==> src/hw/rtl/circular_deque_assert.svh <==
// Assertion macros shared by the circular deque RTL.
// Standalone header; it needs nothing from the package.
`ifndef CIRCULAR_DEQUE_ASSERT_SVH
`define CIRCULAR_DEQUE_ASSERT_SVH

`ifndef ASSERT_OFF
// Property checked on every clock edge outside of reset.
`define CDQ_ASSERT(label, clk, rst_n, prop, msg) \
    label: assert property (@(posedge clk) disable iff (!rst_n) (prop)) else $error(msg);
// Property checked on every clock edge, reset included.
`define CDQ_ASSERT_ALWAYS(label, clk, prop, msg) \
    label: assert property (@(posedge clk) (prop)) else $error(msg);
`else
`define CDQ_ASSERT(label, clk, rst_n, prop, msg)
`define CDQ_ASSERT_ALWAYS(label, clk, prop, msg)
`endif

`endif

==> src/hw/rtl/cdq_pkg.sv <==
// Shared types and constants for the circular deque.
// No dependencies; compiled before every other file of the block.
package cdq_pkg;

    localparam int unsigned DEPTH_DEF = 8;

    localparam int unsigned OPCODE_W = 2;
    localparam int unsigned VALUE_W  = 32;
    localparam int unsigned STATUS_W = 2;
    localparam int unsigned COUNT_W  = 4;

    typedef enum logic [OPCODE_W-1:0] {
        OP_PUSH_REAR  = 2'd0,
        OP_PUSH_FRONT = 2'd1,
        OP_POP_FRONT  = 2'd2,
        OP_POP_REAR   = 2'd3
    } t_opcode;

    typedef enum logic [STATUS_W-1:0] {
        ST_DONE      = 2'd0,
        ST_OVERFLOW  = 2'd1,
        ST_UNDERFLOW = 2'd2
    } t_status;

    // Commands from the controller to the datapath.
    typedef struct packed {
        logic load;     // latch the accepted input beat
        logic exec;     // perform the operation on the stored queue
        logic capture;  // take the read data of a pop into the result
    } t_cdq_cmd;

    // Status from the datapath to the controller.
    typedef struct packed {
        logic pop_pending;  // the latched operation is a pop that will succeed
    } t_cdq_sts;

endpackage

==> src/hw/rtl/cdq_in_if.sv <==
// Input channel of the circular deque: valid/ready with opcode and push value.
// Depends on cdq_pkg for the field widths.
interface cdq_in_if;
    import cdq_pkg::*;

    logic                       valid;
    logic                       ready;
    logic [OPCODE_W-1:0]        opcode;
    logic signed [VALUE_W-1:0]  push_value;

    modport source (output valid, output opcode, output push_value, input ready);
    modport sink   (input valid, input opcode, input push_value, output ready);
endinterface

==> src/hw/rtl/cdq_out_if.sv <==
// Result channel of the circular deque: valid/ready with status, value and count.
// Depends on cdq_pkg for the field widths.
interface cdq_out_if;
    import cdq_pkg::*;

    logic                       valid;
    logic                       ready;
    logic [STATUS_W-1:0]        status;
    logic signed [VALUE_W-1:0]  pop_value;
    logic [COUNT_W-1:0]         entry_count;

    modport source (output valid, output status, output pop_value, output entry_count,
                    input ready);
    modport sink   (input valid, input status, input pop_value, input entry_count,
                    output ready);
endinterface

==> src/hw/rtl/cdq_ctrl.sv <==
// Sequencing state machine of the circular deque.
// Depends on cdq_pkg and the assertion macros in circular_deque_assert.svh.
`include "circular_deque_assert.svh"

module cdq_ctrl (
    input  logic              i_clk,
    input  logic              i_rst_n,
    input  logic              i_in_valid,
    output logic              o_in_ready,
    output logic              o_out_valid,
    input  logic              i_out_ready,
    output cdq_pkg::t_cdq_cmd o_cmd,
    input  cdq_pkg::t_cdq_sts i_sts
);
    import cdq_pkg::*;

    typedef enum logic [1:0] {
        S_IDLE,
        S_EXEC,
        S_FIN,
        S_SEND
    } t_state;

    t_state r_state;
    logic   r_in_ready;
    logic   r_out_valid;

    always_comb begin
        o_cmd.load    = i_in_valid && r_in_ready;
        o_cmd.exec    = (r_state == S_EXEC);
        o_cmd.capture = (r_state == S_FIN);
    end

    assign o_in_ready  = r_in_ready;
    assign o_out_valid = r_out_valid;

    always_ff @(posedge i_clk) begin
        if (!i_rst_n) begin
            r_state     <= S_IDLE;
            r_in_ready  <= 1'b1;
            r_out_valid <= 1'b0;
        end else begin
            case (r_state)
                S_IDLE: begin
                    if (i_in_valid && r_in_ready) begin
                        r_state    <= S_EXEC;
                        r_in_ready <= 1'b0;
                    end
                end
                S_EXEC: begin
                    // A successful pop passes through S_FIN for the registered read.
                    if (i_sts.pop_pending) begin
                        r_state <= S_FIN;
                    end else begin
                        r_state     <= S_SEND;
                        r_out_valid <= 1'b1;
                    end
                end
                S_FIN: begin
                    r_state     <= S_SEND;
                    r_out_valid <= 1'b1;
                end
                S_SEND: begin
                    if (i_out_ready) begin
                        r_state     <= S_IDLE;
                        r_out_valid <= 1'b0;
                        r_in_ready  <= 1'b1;
                    end
                end
                default: begin
                    r_state     <= S_IDLE;
                    r_in_ready  <= 1'b1;
                    r_out_valid <= 1'b0;
                end
            endcase
        end
    end

    `CDQ_ASSERT(a_ready_valid_excl, i_clk, i_rst_n, !(r_in_ready && r_out_valid), "input ready while a result is pending")
    `CDQ_ASSERT(a_load_to_exec, i_clk, i_rst_n, (i_in_valid && r_in_ready) |=> (r_state == S_EXEC), "accepted beat did not start execution")
    `CDQ_ASSERT(a_send_to_idle, i_clk, i_rst_n, (r_out_valid && i_out_ready) |=> (r_in_ready && !r_out_valid), "delivered result did not free the input")

endmodule

==> src/hw/rtl/cdq_dp.sv <==
// Datapath of the circular deque: entry store, wrapping indices, count and result register.
// Depends on cdq_pkg and the assertion macros in circular_deque_assert.svh.
`include "circular_deque_assert.svh"

module cdq_dp #(
    parameter int unsigned DEPTH = cdq_pkg::DEPTH_DEF
) (
    input  logic                               i_clk,
    input  logic                               i_rst_n,
    input  cdq_pkg::t_cdq_cmd                  i_cmd,
    output cdq_pkg::t_cdq_sts                  o_sts,
    input  logic [cdq_pkg::OPCODE_W-1:0]       i_opcode,
    input  logic signed [cdq_pkg::VALUE_W-1:0] i_push_value,
    output logic [cdq_pkg::STATUS_W-1:0]       o_status,
    output logic signed [cdq_pkg::VALUE_W-1:0] o_pop_value,
    output logic [cdq_pkg::COUNT_W-1:0]        o_entry_count
);
    import cdq_pkg::*;

    localparam int unsigned IDX_W = $clog2(DEPTH);
    localparam int unsigned CNT_W = $clog2(DEPTH + 1);
    localparam int unsigned EXT_W = CNT_W + COUNT_W;
    localparam logic [IDX_W-1:0] LAST_IDX = IDX_W'(DEPTH - 1);
    localparam logic [CNT_W-1:0] FULL_CNT = CNT_W'(DEPTH);

    t_opcode                   r_op;
    logic signed [VALUE_W-1:0] r_val;
    logic [IDX_W-1:0]          r_front;
    logic [IDX_W-1:0]          r_rear;
    logic [CNT_W-1:0]          r_count;
    logic signed [VALUE_W-1:0] r_mem [DEPTH];
    logic signed [VALUE_W-1:0] r_rd_data;
    t_status                   r_status;
    logic signed [VALUE_W-1:0] r_pop_value;
    logic [COUNT_W-1:0]        r_out_count;

    logic [IDX_W-1:0] n_front;
    logic [IDX_W-1:0] n_rear;
    logic [CNT_W-1:0] n_count;
    t_status          n_status;
    logic [EXT_W-1:0] n_count_ext;

    logic             is_push;
    logic             is_empty;
    logic             is_full;
    logic             wr_en;
    logic [IDX_W-1:0] wr_addr;
    logic [IDX_W-1:0] rd_addr;
    logic [IDX_W-1:0] front_prev;
    logic [IDX_W-1:0] front_next;
    logic [IDX_W-1:0] rear_prev;
    logic [IDX_W-1:0] rear_next;

    assign is_push  = (r_op == OP_PUSH_REAR) || (r_op == OP_PUSH_FRONT);
    assign is_empty = (r_count == '0);
    assign is_full  = (r_count == FULL_CNT);

    assign front_next = (r_front == LAST_IDX) ? '0 : r_front + IDX_W'(1);
    assign front_prev = (r_front == '0) ? LAST_IDX : r_front - IDX_W'(1);
    assign rear_next  = (r_rear == LAST_IDX) ? '0 : r_rear + IDX_W'(1);
    assign rear_prev  = (r_rear == '0) ? LAST_IDX : r_rear - IDX_W'(1);

    assign rd_addr = (r_op == OP_POP_FRONT) ? r_front : r_rear;

    always_comb begin
        n_front  = r_front;
        n_rear   = r_rear;
        n_count  = r_count;
        n_status = ST_DONE;
        wr_en    = 1'b0;
        wr_addr  = r_rear;
        if (is_push) begin
            if (is_full) begin
                n_status = ST_OVERFLOW;
            end else begin
                wr_en   = 1'b1;
                n_count = r_count + CNT_W'(1);
                if (is_empty) begin
                    // The first entry always lands at index zero.
                    n_front = '0;
                    n_rear  = '0;
                    wr_addr = '0;
                end else if (r_op == OP_PUSH_REAR) begin
                    n_rear  = rear_next;
                    wr_addr = rear_next;
                end else begin
                    n_front = front_prev;
                    wr_addr = front_prev;
                end
            end
        end else begin
            if (is_empty) begin
                n_status = ST_UNDERFLOW;
            end else begin
                n_count = r_count - CNT_W'(1);
                if (r_front == r_rear) begin
                    n_front = '0;
                    n_rear  = '0;
                end else if (r_op == OP_POP_FRONT) begin
                    n_front = front_next;
                end else begin
                    n_rear = rear_prev;
                end
            end
        end
        n_count_ext = EXT_W'(n_count);
    end

    assign o_sts.pop_pending = !is_push && !is_empty;

    // Input beat latch; payload only.
    always_ff @(posedge i_clk) begin
        if (i_cmd.load) begin
            r_op  <= t_opcode'(i_opcode);
            r_val <= i_push_value;
        end
    end

    // Entry store: one write port, one registered read port.
    always_ff @(posedge i_clk) begin
        if (i_cmd.exec) begin
            if (wr_en) begin
                r_mem[wr_addr] <= r_val;
            end
            r_rd_data <= r_mem[rd_addr];
        end
    end

    always_ff @(posedge i_clk) begin
        if (!i_rst_n) begin
            r_front <= '0;
            r_rear  <= '0;
            r_count <= '0;
        end else if (i_cmd.exec) begin
            r_front <= n_front;
            r_rear  <= n_rear;
            r_count <= n_count;
        end
    end

    // Result register; the count field keeps its low bits only.
    always_ff @(posedge i_clk) begin
        if (i_cmd.exec) begin
            r_status    <= n_status;
            r_out_count <= n_count_ext[COUNT_W-1:0];
            r_pop_value <= '0;
        end else if (i_cmd.capture) begin
            r_pop_value <= r_rd_data;
        end
    end

    assign o_status      = r_status;
    assign o_pop_value   = r_pop_value;
    assign o_entry_count = r_out_count;

    `CDQ_ASSERT(a_count_bound, i_clk, i_rst_n, r_count <= FULL_CNT, "entry count above depth")
    `CDQ_ASSERT(a_empty_home, i_clk, i_rst_n, (r_count == '0) |-> (r_front == '0 && r_rear == '0), "empty queue with indices away from zero")
    `CDQ_ASSERT(a_push_grows, i_clk, i_rst_n, (i_cmd.exec && is_push && !is_full) |=> (r_count == $past(r_count) + CNT_W'(1)), "successful push did not add an entry")
    `CDQ_ASSERT(a_cmd_excl, i_clk, i_rst_n, !(i_cmd.exec && i_cmd.capture), "execute and capture in one cycle")

endmodule

==> src/hw/rtl/circular_deque.sv <==
// Top level of the circular deque: controller plus datapath behind two channels.
// Depends on cdq_pkg, cdq_in_if, cdq_out_if, cdq_ctrl and cdq_dp.
//
//  Channel  Direction  Beat fields                          Handshake
//  i_in     in         opcode, push_value                   valid/ready
//  o_out    out        status, pop_value, entry_count       valid/ready
//
// One operation is in flight at a time. An accepted beat is executed in the
// next cycle and its result is then offered in S_SEND; a pop that succeeds
// first passes through S_FIN to capture the read data, because the entry
// store has a single registered read port.
// Reset is synchronous and active low; it empties the queue and drops any
// pending result. Entries themselves are never cleared: an entry reaches the
// result only after a push has written it.
// While o_out is stalled the result register holds and i_in stays not ready.
module circular_deque #(
    parameter int unsigned DEPTH = cdq_pkg::DEPTH_DEF
) (
    input  logic      i_clk,
    input  logic      i_rst_n,
    cdq_in_if.sink    i_in,
    cdq_out_if.source o_out
);
    import cdq_pkg::*;

    // Command and status bundles between the controller and the datapath.
    t_cdq_cmd cmd;
    t_cdq_sts sts;

    // The controller owns both handshakes and the operation sequence.
    cdq_ctrl u_ctrl (
        .i_clk       (i_clk),
        .i_rst_n     (i_rst_n),
        .i_in_valid  (i_in.valid),
        .o_in_ready  (i_in.ready),
        .o_out_valid (o_out.valid),
        .i_out_ready (o_out.ready),
        .o_cmd       (cmd),
        .i_sts       (sts)
    );

    // The datapath holds the queue and builds the result beat.
    cdq_dp #(
        .DEPTH (DEPTH)
    ) u_dp (
        .i_clk         (i_clk),
        .i_rst_n       (i_rst_n),
        .i_cmd         (cmd),
        .o_sts         (sts),
        .i_opcode      (i_in.opcode),
        .i_push_value  (i_in.push_value),
        .o_status      (o_out.status),
        .o_pop_value   (o_out.pop_value),
        .o_entry_count (o_out.entry_count)
    );

endmodule

==> src/flat_wrapper.sv <==
// flat-port wrapper written by rule: the top's interface ports become plain ports
module circular_deque_flat import cdq_pkg::*;
#(
    parameter int unsigned DEPTH = cdq_pkg::DEPTH_DEF
)
  (i_clk, i_rst_n, i_in_valid, i_in_opcode, i_in_push_value, i_in_ready, o_out_valid, o_out_status, o_out_pop_value, o_out_entry_count, o_out_ready);
  cdq_in_if i_in_i ();
  cdq_out_if o_out_i ();
  input  logic i_clk;
  input  logic i_rst_n;
  input wire logic [$bits(i_in_i.valid)-1:0] i_in_valid;
  input wire logic [$bits(i_in_i.opcode)-1:0] i_in_opcode;
  input wire logic [$bits(i_in_i.push_value)-1:0] i_in_push_value;
  output wire logic [$bits(i_in_i.ready)-1:0] i_in_ready;
  output wire logic [$bits(o_out_i.valid)-1:0] o_out_valid;
  output wire logic [$bits(o_out_i.status)-1:0] o_out_status;
  output wire logic [$bits(o_out_i.pop_value)-1:0] o_out_pop_value;
  output wire logic [$bits(o_out_i.entry_count)-1:0] o_out_entry_count;
  input wire logic [$bits(o_out_i.ready)-1:0] o_out_ready;
  assign i_in_i.valid = i_in_valid;
  assign i_in_i.opcode = i_in_opcode;
  assign i_in_i.push_value = i_in_push_value;
  assign i_in_ready = i_in_i.ready;
  assign o_out_valid = o_out_i.valid;
  assign o_out_status = o_out_i.status;
  assign o_out_pop_value = o_out_i.pop_value;
  assign o_out_entry_count = o_out_i.entry_count;
  assign o_out_i.ready = o_out_ready;
  circular_deque #(.DEPTH(DEPTH)) u_core (.i_clk(i_clk), .i_rst_n(i_rst_n), .i_in(i_in_i), .o_out(o_out_i));
endmodule
==> config.mk <==
export PLATFORM = sky130hd
export DESIGN_NAME = circular_deque_flat
export DESIGN_NICKNAME = d
export VERILOG_FILES = /design/src/hw/rtl/cdq_pkg.sv /design/src/hw/rtl/cdq_in_if.sv /design/src/hw/rtl/cdq_out_if.sv /design/src/hw/rtl/cdq_ctrl.sv /design/src/hw/rtl/cdq_dp.sv /design/src/hw/rtl/circular_deque.sv /design/src/flat_wrapper.sv
export VERILOG_INCLUDE_DIRS = /design/src /design/src/hw/rtl
export SDC_FILE = /design/constraint.sdc
export NUM_CORES = 1
export LEC_CHECK = 0
export BUFFER_PORTS_ARGS = -buffer_cell sky130_fd_sc_hd__buf_2
export CORE_MARGIN = 5
export CORE_UTILIZATION = 63
export DETAILED_ROUTE_END_ITERATION = 7
export PLACE_DENSITY = 0.85
export SLEW_MARGIN = 5
export SYNTH_ARGS = -nofsm -noshare
export SYNTH_HDL_FRONTEND = slang
export SYNTH_SLANG_ARGS = --single-unit
==> constraint.sdc <==
create_clock -name i_clk -period 8 [get_ports i_clk]
set_input_delay 1.6 -clock i_clk [delete_from_list [all_inputs] [get_ports i_clk]]
set_output_delay 1.6 -clock i_clk [all_outputs]
set_load 0.1 [all_outputs]
==> results of run 1 <==
-- layout by cell type (no fill, tap or decap), drive strengths merged, types with 5 or more instances in the layout --
cell type,count
edfxtp,328
clkinv,12
nor4,33
o21ai,6
mux2i,34
dfxtp,46
clkbuf,52
nor2,40
nand2,11
nor3,13
buf,100
ha,15
a211oi,262
a21oi,9
inv,142
a31oi,12
xnor2,5
-- worst max-delay path: cells and delay by family, from the launching register on --
kind	cells	cell delay, ns
and+or+nand+nor	2	1.13
buffers and inverters	1	0.79
DFF	1	1.06
AOI/OAI and AO/OA	2	0.66
-- final cells by class --
class / count / area share, %
Clock buffer: 52 / 6.067
Clock inverter: 16 / 1.046
Inverter: 142 / 3.095
Multi-Input combinational cell: 493 / 21.62
Sequential cell: 374 / 62.57
Tap cell: 324 / 2.354
Timing Repair Buffer: 100 / 3.241
-- worst paths after layout --
kind	slack [ns]	start	to
worst max-delay path	4.03	u_core.u_dp.r_op[1]$_DFFE_PP_	u_core.u_dp.r_rd_data[4]$_DFFE_PP_
worst min-delay path	0.48	u_core.u_dp.r_rd_data[19]$_DFFE_PP_	u_core.u_dp.o_pop_value[19]$_SDFFE_PP0N_
worst max register to register	4.03	u_core.u_dp.r_op[1]$_DFFE_PP_	u_core.u_dp.r_rd_data[4]$_DFFE_PP_
worst min register to register	0.48	u_core.u_dp.r_rd_data[19]$_DFFE_PP_	u_core.u_dp.o_pop_value[19]$_SDFFE_PP0N_
-- power by group through the flow --
stage / sequential (uW) / clock [uW] / combinational [uW]
2_1_floorplan: 3340 / 0 / 1280
3_3_place_gp: 2840 / 0 / 2220
3_5_place_dp: 2850 / 0 / 2280
4_1_cts: 2810 / 1760 / 2300
5_1_grt: 2850 / 1840 / 2470
6_report: 2820 / 1740 / 2300
-- metal layers --
| metal | wire length, um | GRT usage (%) | vias up | part of all wire (%) |
|---|---|---|---|---|
| met3 | 2689 | 3.721 | 91 | 8.1 |
| li1 | - | - | 4333 | - |
| met5 | 13 | 0 | - | 0.039 |
| met1 | 13180 | 32.16 | 4609 | 40 |
| met4 | 993 | 9.036 | 2 | 3.0 |
| met2 | 16410 | 39.42 | 488 | 49 |
-- kinds of logic after synthesis --
family | after synthesis | synth area share (%)
flip-flops | 374 | 69.85
AO/OA/AOI/OAI | 309 | 15.18
buffers and inverters | 232 | 6.557
AND/OR/NAND/NOR | 128 | 4.569
multiplexers | 35 | 2.280
adder cells (fa/ha/maj) | 15 | 1.217
XOR/XNOR | 6 | 0.3408
-- sequential cells by signal, indices dropped and copies added (netlist names) --
| name | count |
|---|---|
| u_core.u_dp.o_entry_count | 4 |
| u_core.u_ctrl.o_in_ready | 1 |
| u_core.u_ctrl.o_out_valid | 1 |
| u_core.u_dp.r_op | 2 |
| u_core.u_dp.r_front | 3 |
| u_core.u_dp.o_pop_value | 32 |
| u_core.u_dp.r_mem | 256 |
| u_core.u_dp.o_status | 2 |
| u_core.u_dp.r_count | 4 |
| u_core.u_dp.r_rear | 3 |
| u_core.u_ctrl.r_state | 2 |
| u_core.u_dp.r_rd_data | 32 |
| u_core.u_dp.r_val | 32 |
-- metrics by stage --
| stage | hold slack (ns) | area (um^2) | total power [uW] | instances | utilization, % |
|---|---|---|---|---|---|
| finish | 0.4795 | 17220 | 6858 | 1501 | 71.22 |
| global route | 0.5108 | 17220 | 7161 | 1501 | 71.22 |
| CTS | 0.4830 | 17220 | 6866 | 1501 | 71.22 |
| detailed placement | 0.4732 | 15990 | 5125 | 1433 | 66.15 |
| global placement | 0.4606 | 15990 | 5053 | 1433 | 66.15 |
| floorplan | 0.4563 | 15420 | 4622 | 1099 | - |
==> results.toml, run 1 <==
[sta]
drv_slew = 0
grt_setup_unrepaired = "no"
hold_viol = 0
fin_crit_ns = 3.972
fin_ws_ns = 4.028
fin_skew_ns = 0.01742
tightest_slew_ns = 1.073
post-route-period-util_pct = 49.65
max_freq_mhz = 251.7
setup_viol = 0
timing.setup.tns_ns = 0
max_slew_margin_pct = 28.48

[power_and_ir_drop]
clkPwrFrac_pct = 25.4
p_leak_uw = 0.006053
ir_drop_v = 0.0002782
powerDensity_nw_per_um2 = 398.3
p_int_uw = 4206
swShare_pct = 38.67
power_frac_comb_pct = 33.5
power_switching_uw = 2652
p_seq_share_pct = 41.1

[detailed_routing]
drt_wl_total_mm = 33.29
wl_per_cell_um = 22.18
route.detailed.drc = 0
dr.pass1.iters = 6
vias = 9523
drt-initial-drc-count = 1088
ant_nets = 0
avgViaCountPerCell = 6.344

[logic_synthesis]
yosys_most_used_dff = "edfxtp_1"
synth_cell_types = 58
syn-instance-count = 1099
syn_area_per_cell_um2 = 14.03
syn-num-nets = 1152
synth-edff-count = 328
yosysWarnings = 0
ys_ff_latch = 374
synth_top_cell_by_area = "edfxtp_1"
async_flop_share_pct = 0
netlist_area_um2 = 15420
yosysSeqAreaShare_pct = 69.85
synth_common_cells = "328 x edfxtp_1, 260 x a211oi_1, 142 x inv_1"
yosysMostFrequentCell = "edfxtp_1"
synth.top_cell.area_share_pct = 63.88
synth_area_leaders = "edfxtp_1 64%, a211oi_1 13%, dfxtp_1 6.0%"

[finish]
nets = 1201
diodes = 0
fill_cells = 1471
layout-drive-gt1-share_pct = 15.89
register_area_um2 = 10770
multi_input_area_um2 = 3724
area_growth_pct = 11.68

[place]
dpl.hpwl_mm = 17.42
port-buffer-count = 77
gp_congestion = 0.8399
place_ws_ns = 4.167

[floorplanning]
core_area_um2 = 24180
die_y_um = 166.4
dieArea_um2 = 27700
boundaryPins = 78
num_rows = 57
die_w_um = 166.4
start_util_pct = 63.77

[cts]
path_clk_slew_ns = 0.06
cts-resized-gates = 0
cts.sinks = 374
cts_hold_buf = 0
cts_setup_buffers = 0
htreeDepth = 2
cts_buffers = 37
cts_root_buf = "clkbuf_16"
cts_tree = "done"
cts.path.max_buffers = 3
insertion_delay_ns = 0.52

[critical_path]
endpoint_kind = "flip-flop"
slowest_delay_ns = 1.06
start_kind = "flip-flop"
worst_ep_arrival_time_ns = 4.27
worst_ep_required_time_ns = 8.30
crit_chain = "and3b_4 -> a21o_4 -> buf_4 -> a211oi_1 -> nor4_1"
crit_type = "reg2reg"
r2r_cells = 5
cp_slowest_cell = "edfxtp_1"
crit_path_max_fanout = 88

[global_route]
grtUsageTotal_pct = 23.76
grt_pass1_vias = 9613
grt_max_degree = 97
grt_pass1_wl_mm = 52.32
grt-ovfl-total = 0
antenna_found_initial = 1

[run_status]
status = "complete, no violations"

[worst_hold_path]
hp-class = "reg2reg"
hold_path_depth = 2

[job]
cap_violations = 0
(Power assumes the default switching activity.)
==> run 2: changes to the inputs <==
Settings changed: CORE_UTILIZATION 63 to 55, PLACE_DENSITY 0.85 to 0.79.
Clock period 8 ns to 3.3 ns, I/O delays scaled along.
==> run 2 against run 1 <==
- register-to-register slack worse by 3.5 ns
- total power is 150% higher
- largest cell class unchanged
- routed wire length is 2.8% lower
- clock power grew 140%
- via count shrank 1.4%
- global-route usage shrank 3.2 points
- combinational power grew to 2.6 times the previous value
- sequential share of layout area down 1.4 points
- non-clock buffer count up 10
- maximum frequency rose by 44%
==> results.toml, run 2 (same netlist as run 1, synthesis figures left out) <==
[floorplanning]
num_rows = 61
die_y_um = 177.4
start_util_pct = 55.65
die_w_um = 177.4
boundaryPins = 78
dieArea_um2 = 31480
core_area_um2 = 27710

[detailed_routing]
route.detailed.drc = 0
dr.pass1.iters = 5
drt_wl_total_mm = 32.36
wl_per_cell_um = 20.66
avgViaCountPerCell = 5.997
drt-initial-drc-count = 1014
ant_nets = 0
vias = 9392

[power_and_ir_drop]
ir_drop_v = 0.0005985
clkPwrFrac_pct = 25.1
power_switching_uw = 6481
powerDensity_nw_per_um2 = 955.0
p_total_uw = 16820
p_int_uw = 10340
swShare_pct = 38.53
p_leak_uw = 0.006199
power_frac_comb_pct = 35.3
p_seq_share_pct = 39.6

[finish]
register_area_um2 = 10770
multi_input_area_um2 = 3814
fill_cells = 1972
layout-drive-gt1-share_pct = 17.26
stdcell_count = 1566
diodes = 0
top_register = "u_core.u_dp.r_mem"
layout_common_cells = "328 x edfxtp_1, 260 x a211oi_1, 141 x inv_1"
largest_register_ffs = 256
final_common_cell = "edfxtp_1"
fin_util_pct = 63.58
nets = 1212
area_growth_pct = 14.25

[place]
place_ws_ns = 0.5475
dpl.hpwl_mm = 18.15
port-buffer-count = 77
numPlacedInstances = 1497
gp_congestion = 0.8526

[critical_path]
crit_path_max_fanout = 17
endpoint_kind = "flip-flop"
worst_ep_required_time_ns = 3.55
start_kind = "flip-flop"
crit_path_frequent_cell = "buf_4"
slowest_delay_ns = 0.96
worst_ep_arrival_time_ns = 3.00
cp_slowest_cell = "nor3_1"
crit_type = "reg2reg"
crit_chain = "inv_1 -> ha_1 -> nor2b_1 -> buf_4 -> nor3_1 -> nor3_4 -> buf_4"

[cts]
cts-resized-gates = 0
insertion_delay_ns = 0.52
cts_hold_buf = 0
cts_buffers = 38
cts_setup_buffers = 0
cts.sinks = 374
cts_tree = "done"
path_clk_slew_ns = 0.06
cts.path.max_buffers = 3
cts_root_buf = "clkbuf_16"
htreeDepth = 2

[sta]
fin_crit_ns = 2.751
drv_slew = 0
hold_viol = 0
fin_ws_ns = 0.5485
grt_setup_unrepaired = "no"
setup_viol = 0
post-route-period-util_pct = 83.38
max_freq_mhz = 363.4
max_slew_margin_pct = 18.06
fin_skew_ns = 0.01275
tightest_slew_ns = 1.220

[global_route]
grt-ovfl-total = 0
grt_pass1_vias = 9420
grt_max_degree = 92
antenna_found_initial = 0
grtUsageTotal_pct = 20.57
grt_pass1_wl_mm = 51.29

[job]
cap_violations = 0

[worst_hold_path]
hp-class = "in2reg"

[run_status]
status = "complete, no violations"
run 2: critical path: cells and delay by family (launching register included):
kind | cells | cell delay (ns)
fa+ha+maj | 1 | 0.24
simple gates | 3 | 1.23
flops | 1 | 0.42
buf+inv | 3 | 0.58
run 2: final timing paths:
path	startpoint	endpoint	slack, ns	cells past startpoint
min reg2reg	u_core.u_dp.r_rd_data[24]$_DFFE_PP_	u_core.u_dp.o_pop_value[24]$_SDFFE_PP0N_	0.48	2
max	u_core.u_dp.r_count[0]$_SDFFE_PN0P_	u_core.u_dp.r_mem[2][24]$_DFFE_PP_	0.55	7
min	i_in_push_value[13]	u_core.u_dp.r_val[13]$_DFFE_PP_	0.31	1
max reg2reg	u_core.u_dp.r_count[0]$_SDFFE_PN0P_	u_core.u_dp.r_mem[2][24]$_DFFE_PP_	0.55	7
run 2: metrics by stage:
step	cell area [um^2]	setup TNS [ns]	hold slack [ns]
5_1_grt	17620	0	0.2876
3_5_place_dp	16380	0	0.4711
4_1_cts	17620	0	0.2850
3_3_place_gp	16380	0	0.4597
6_report	17620	0	0.3086
2_1_floorplan	15490	-22.33	0.4563
run 2: power groups by stage:
stage / combinational (uW) / clock (uW) / sequential (uW)
final: 5940 / 4220 / 6670
after global routing: 6400 / 4490 / 6750
after CTS: 5980 / 4290 / 6670
after detailed placement: 5940 / 0 / 6760
after global placement: 5820 / 0 / 6740
after floorplan: 3160 / 0 / 8090
run 2: layout make-up:
cell class | count | share of cell area [%]
inverters | 142 | 3.026
flip-flops and latches | 374 | 61.16
clock inverters | 17 | 0.7600
well taps | 378 | 2.685
multi-input cells | 493 | 21.65
repair buffers | 110 | 4.446
clock buffers | 52 | 6.272
run 2: per-layer routing:
layer	wire length, um	up-vias	part of all wire [%]	GRT usage (%)
li1	-	4358	-	-
met5	0	-	0	0
met2	15820	355	49	33.97
met4	811	0	2.5	6.413
met1	13640	4614	42	28.50
met3	2080	65	6.4	3.110
